$ cat config.mk
export PLATFORM = sky130hd
export DESIGN_NAME = rgbsob_window
export DESIGN_NICKNAME = d
export VERILOG_FILES = /design/src/sv/rgbsob_pkg.sv /design/src/sv/rgbsob_window.sv
export SDC_FILE = /design/constraint.sdc
export NUM_CORES = 1
export LEC_CHECK = 0
export BUFFER_PORTS_ARGS = -buffer_cell sky130_fd_sc_hd__clkbuf_2
export CAP_MARGIN = 40
export CORE_ASPECT_RATIO = 0.8
export CORE_MARGIN = 4
export CORE_UTILIZATION = 55
export DETAILED_ROUTE_END_ITERATION = 12
export PLACE_DENSITY = 0.74
export SLEW_MARGIN = 0
export SYNTH_ARGS = -nofsm -noshare
export SYNTH_HDL_FRONTEND = slang
export SYNTH_SLANG_ARGS = --single-unit
$ cat constraint.sdc
create_clock -name clock -period 13.7 [get_ports clock]
set_input_delay 1.37 -clock clock [delete_from_list [all_inputs] [get_ports clock]]
set_output_delay 1.37 -clock clock [all_outputs]
set_load 0.03 [all_outputs]
$ cat src/sv/rgbsob_pkg.sv
// Package with the payload types, register indexes and constants of the Sobel edge block.
package rgbsob_pkg;

   localparam int PIX_W   = 8;
   localparam int COORD_W = 11;
   localparam int CFG_W   = 12;
   localparam int CSR_IDX_W = 8;

   localparam logic [CFG_W-1:0] FRAME_WIDTH_RESET  = 12'd640;
   localparam logic [CFG_W-1:0] FRAME_HEIGHT_RESET = 12'd480;

   // Luma weights in units of 1/256, applied as (29B + 150G + 77R) >> 8.
   localparam logic [7:0] GRAY_COEF_B = 8'd29;
   localparam logic [7:0] GRAY_COEF_G = 8'd150;
   localparam logic [7:0] GRAY_COEF_R = 8'd77;
   localparam int         GRAY_SHIFT  = 8;

   localparam logic [PIX_W-1:0] MAG_SAT = 8'd255;

   typedef enum logic [CSR_IDX_W-1:0] {
      CSR_FRAME_WIDTH  = 8'd0,
      CSR_FRAME_HEIGHT = 8'd1
   } csr_index_type;

   typedef struct packed {
      logic [PIX_W-1:0] blue;
      logic [PIX_W-1:0] green;
      logic [PIX_W-1:0] red;
      logic             frame_start;
   } req_type;

   typedef struct packed {
      logic [PIX_W-1:0]   magnitude;
      logic [COORD_W-1:0] center_row;
      logic [COORD_W-1:0] center_col;
      logic               frame_last;
   } rsp_type;

endpackage

$ cat src/sv/rgbsob_window.sv
// 3x3 window taps and the Sobel gradient magnitude of the window center.
module rgbsob_window
   import rgbsob_pkg::*;
(
   input  logic             clock,
   input  logic             reset,
   input  logic             shift,
   input  logic [PIX_W-1:0] top,
   input  logic [PIX_W-1:0] mid,
   input  logic [PIX_W-1:0] bot,
   output logic [PIX_W-1:0] magnitude
);

   // Taps 0..2 hold the left column, 3..5 the center column, each top, mid, bottom.
   logic [PIX_W-1:0] tap_ff [6];
   logic [PIX_W-1:0] tap_in [6];

   logic [PIX_W+1:0]        sum_top, sum_bot, sum_left, sum_right;
   logic signed [PIX_W+2:0] grad_v, grad_h;
   logic [PIX_W+1:0]        abs_v, abs_h;
   logic [PIX_W+2:0]        mag_sum;

   always_comb begin
      tap_in = tap_ff;
      if (shift) begin
         tap_in[0] = tap_ff[3];
         tap_in[1] = tap_ff[4];
         tap_in[2] = tap_ff[5];
         tap_in[3] = top;
         tap_in[4] = mid;
         tap_in[5] = bot;
      end
   end

   always_ff @(posedge clock) begin
      if (reset) begin
         for (int i = 0; i < 6; i++) begin
            tap_ff[i] <= '0;
         end
      end else begin
         tap_ff <= tap_in;
      end
   end

   always_comb begin
      sum_top   = (PIX_W+2)'(tap_ff[0]) + {1'b0, tap_ff[3], 1'b0} + (PIX_W+2)'(top);
      sum_bot   = (PIX_W+2)'(tap_ff[2]) + {1'b0, tap_ff[5], 1'b0} + (PIX_W+2)'(bot);
      sum_left  = (PIX_W+2)'(tap_ff[0]) + {1'b0, tap_ff[1], 1'b0} + (PIX_W+2)'(tap_ff[2]);
      sum_right = (PIX_W+2)'(top) + {1'b0, mid, 1'b0} + (PIX_W+2)'(bot);
      grad_v    = $signed({1'b0, sum_top}) - $signed({1'b0, sum_bot});
      grad_h    = $signed({1'b0, sum_left}) - $signed({1'b0, sum_right});
      abs_v     = grad_v[PIX_W+2] ? (PIX_W+2)'(-grad_v) : grad_v[PIX_W+1:0];
      abs_h     = grad_h[PIX_W+2] ? (PIX_W+2)'(-grad_h) : grad_h[PIX_W+1:0];
      mag_sum   = (PIX_W+3)'(abs_v) + (PIX_W+3)'(abs_h);
      magnitude = (mag_sum > (PIX_W+3)'(MAG_SAT)) ? MAG_SAT : mag_sum[PIX_W-1:0];
   end

endmodule

==> summary.md <==
| Metric | Value |
|---|---|
| Result of the run | finished, final reports clean |
| Post-cts sizing count | 0 |
| Most frequent cells after synthesis | inv_1, nor2_1, fa_1 |
| Sequential area share after synthesis | roughly 20% |
| Die extent in y | ~92 µm |
| GP Congestion | 0.824 |
| Critical path launch point type | input pin |
| Compound-gate portion of the synthesized area | ~6.7% |
| Max reg flops | between 40 and 50 |
| Post-synth EDFFs | 0 |
| First-pass GRT wire length | roughly 16000 µm |
| Period Utilization, post-route | 60.6% |
| DRC violation count after routing | 0 |
| Count of mapped cells out of synthesis | between 500 and 600 |
| Count of nets after finishing | between 600 and 700 |
| Aggregate global-route resource usage | between 10% and 20% |
| Cell taking the most area after synthesis | fa_1 |
| TritonCTS clock tree | built |
| Inserted Diodes | 0 |
| DR pass1 iterations | 4 |
| Clk Latency, worst-skew pair | around 0.31 ns |
| Data required time of the critical path | around 12 ns |
| Via count | approximately 3.4k |
| Number of levels in the clock H-tree | 2 |
| Via density per instance | between 5 and 6 |
| Total Routed Length | around 8400 µm |
| Largest net degree at the start of global routing | 49 |
| Clk pin slew, worst setup/hold paths | 0.10 ns |
| CORE AREA | ~0.0086 mm² |
| Setup violators final | 0 |
| Port Buffers | 34 |
| FF/Latch Area | just under 0.001 mm² |
| Most numerous cell on the critical path | fa_1 |
| Die Outline Area | 0.0104 mm² |
| Clock Tree Root | clkbuf_8 |
| Most frequently used cell type in the post-synthesis netlist | inv_1 |
| Adder and majority gate portion of the synthesized area | between 30% and 40% |
| Sequence of cells on the critical path | clkbuf_2 > inv_1 > fa_1 > fa_1 > inv_1 > fa_1 > inv_1 > ha_1 > nand2_1 > o31ai_1 > a21oi_1 > o21ai_2 > mux2_2 > fa_1 > a21o_1 > a21oi_1 > o21bai_1 > o311a_1 > mux2i_1 > or2_2 > clkbuf_2 |
| Number of antenna violations at the first check in global routing | 0 |
| Detailed router's first-iteration violation count | around 140 |
| Largest fanout of any net on the critical path | 9 |
| Simple-gate portion of the synthesized area | about a tenth |
| Share of flip-flops with an asynchronous set or reset | 0% |
| Number of clock buffers inserted by TritonCTS | 5 |
| Top-Level Pins | 35 |
| Hold buffers post-CTS | 0 |
| Class of the tightest hold or removal check | reg2reg |
| Number of distinct library cell variants in the gate-level netlist after synthesis | 45 |
| Area used by multi-input combinational logic | 0.00336 mm² |
| Std-Cell Rows | 30 |
| Setup repair after global routing missed its margin | false |
| Number of fill cells in the layout | ~740 |
| Sink Count | 48 |
| Proportion of netlist area held by the largest area contributor | between 20% and 30% |
| Largest registers | tap_ff: 48 flops |
| Detailed placement HPWL | just over 7000 µm |
| CP arrival | roughly 7 ns |
| Number of global-route vias before repair | between 3k and 4k |
| Actual slew at the worst max-slew pin | a little under 0.8 ns |
| TNS Setup | 0 ns |
| Startpoint-to-endpoint class of the critical path | in2out |
| Initial Utilization | a little under three fifths |
| Count of nets left with antenna violations after detail routing | 0 |
| Post-synthesis mux area share | 10.5% |
| FMAX | between 100 and 150 MHz |
| Buffer levels on the longest clock path | 2 |
| Synthesized area divided by synthesized cell count | about 9 µm² |
| Xor/xnor cell area share of the yosys netlist | between 6 and 7% |
| Remaining max-slew budget at the tightest pin | about half |
| Delay of the slowest cell on the worst path | about 0.54 ns |
| Area of the mapped netlist | slightly below 0.005 mm² |
| Overflow left after global routing | 0 |
| Standard cell with the maximum stage delay on the critical path | fa_1 |
| Prevailing post-synth register cell | dfxtp_1 |
| Reg with most FFs | tap_ff |
| Ratio of cells with drive above 1 in the final layout | about a tenth |
| Combinational family with the most area after synthesis | adder cells |
| Max-cap violations | 0 |
| Final Slew Violations | 0 |
| Critical path endpoint category | output pin |
| Post-CTS Repair Setup Buffers | 0 |
| YS warnings | 0 |
| Worst setup skew after layout | between 0.004 and 0.005 ns |
| Main area contributors after synthesis | fa_1, dfxtp_1, inv_1, mux2i_1, ha_1 |
| Area Overhead vs Synth | 8.01% |
| Minimum clock period after layout | approximately 8.3 ns |
| Final Hold Vio Count | 0 |
| Nets in the synthesized netlist | around 660 |
| Yosys reg bits | 48 |
| Detail-routed net length per standard cell | approximately 12 µm |
| Die width | ~110 µm |
-- worst max-delay path: cells and delay by family --
family          cells  cell delay (ns)
compound gates      7             1.70
fa+ha+maj           5             2.34
buf+inv             5             0.46
mux                 2             0.79
simple gates        2             0.27
-- path summary, 6_finish.rpt --
| path | slack (ns) | cells past startpoint | startpoint | endpoint |
|---|---|---|---|---|
| setup / recovery | 5.39 | 21 | top[5] | magnitude[0] |
| hold / removal | 0.50 | 2 | tap_ff[44] | tap_ff[44] |
| setup reg to reg | 13.01 | 2 | tap_ff[43] | tap_ff[43] |
| hold reg to reg | 0.50 | 2 | tap_ff[44] | tap_ff[44] |
-- layer usage --
layer	routed length, µm	global-route usage (%)	vias up
li1	-	-	1722
met1	3830	22.6	1630
met2	4200	32.1	52
met3	276	3.10	9
met4	100	4.60	0
met5	0	0	-
-- cell type report --
class	count	share of cell area, %
multi-input combinational	343	63.9
clock buffer	5	1.31
sequential	48	18.3
timing repair buffer	36	3.90
inverter	134	9.56
tap	112	2.66
clock inverter	3	0.404
-- kinds of logic (layout without fill, tap and decap cells) --
group | Yosys count | after routing
multiplexers | 51 | 51
XOR/XNOR | 34 | 34
buffers and inverters | 145 | 178
AND/OR/NAND/NOR | 111 | 111
adder cells (fa/ha/maj) | 99 | 99
AO/OA/AOI/OAI | 48 | 48
flip-flops | 48 | 48
-- stage by stage --
stage	std cells	area, µm²	utilization, %	setup WS (ns)	hold WS (ns)
after floorplan	536	4870	-	5.93	0.460
after global placement	672	5140	60.1	5.54	0.473
after detailed placement	673	5170	60.4	5.37	0.483
after CTS	681	5260	61.5	5.38	0.510
after global routing	681	5260	61.5	5.08	0.533
final	681	5260	61.5	5.39	0.502
-- layout by cell type, fill, tap and decap left out, types with 3 or more instances in the layout --
cell type and count:
nor2_1 69, nand3_1 4, nand2_1 6, inv_1 134
a21o_1 7, clkbuf_8 5, a31oi_1 4, a21oi_1 14
nor3_1 3, fa_1 63, clkbuf_2 34, nand2b_1 9
dfxtp_1 48, or2_2 3, ha_1 36, xor2_1 14
o21ai_0 5, or3_1 3, nor2b_1 4, xnor2_1 20
mux2i_1 49
Power is left out: the tool's default activity adds up to more than one toggle a clock period on the data nets, which glitch-free logic cannot reach.
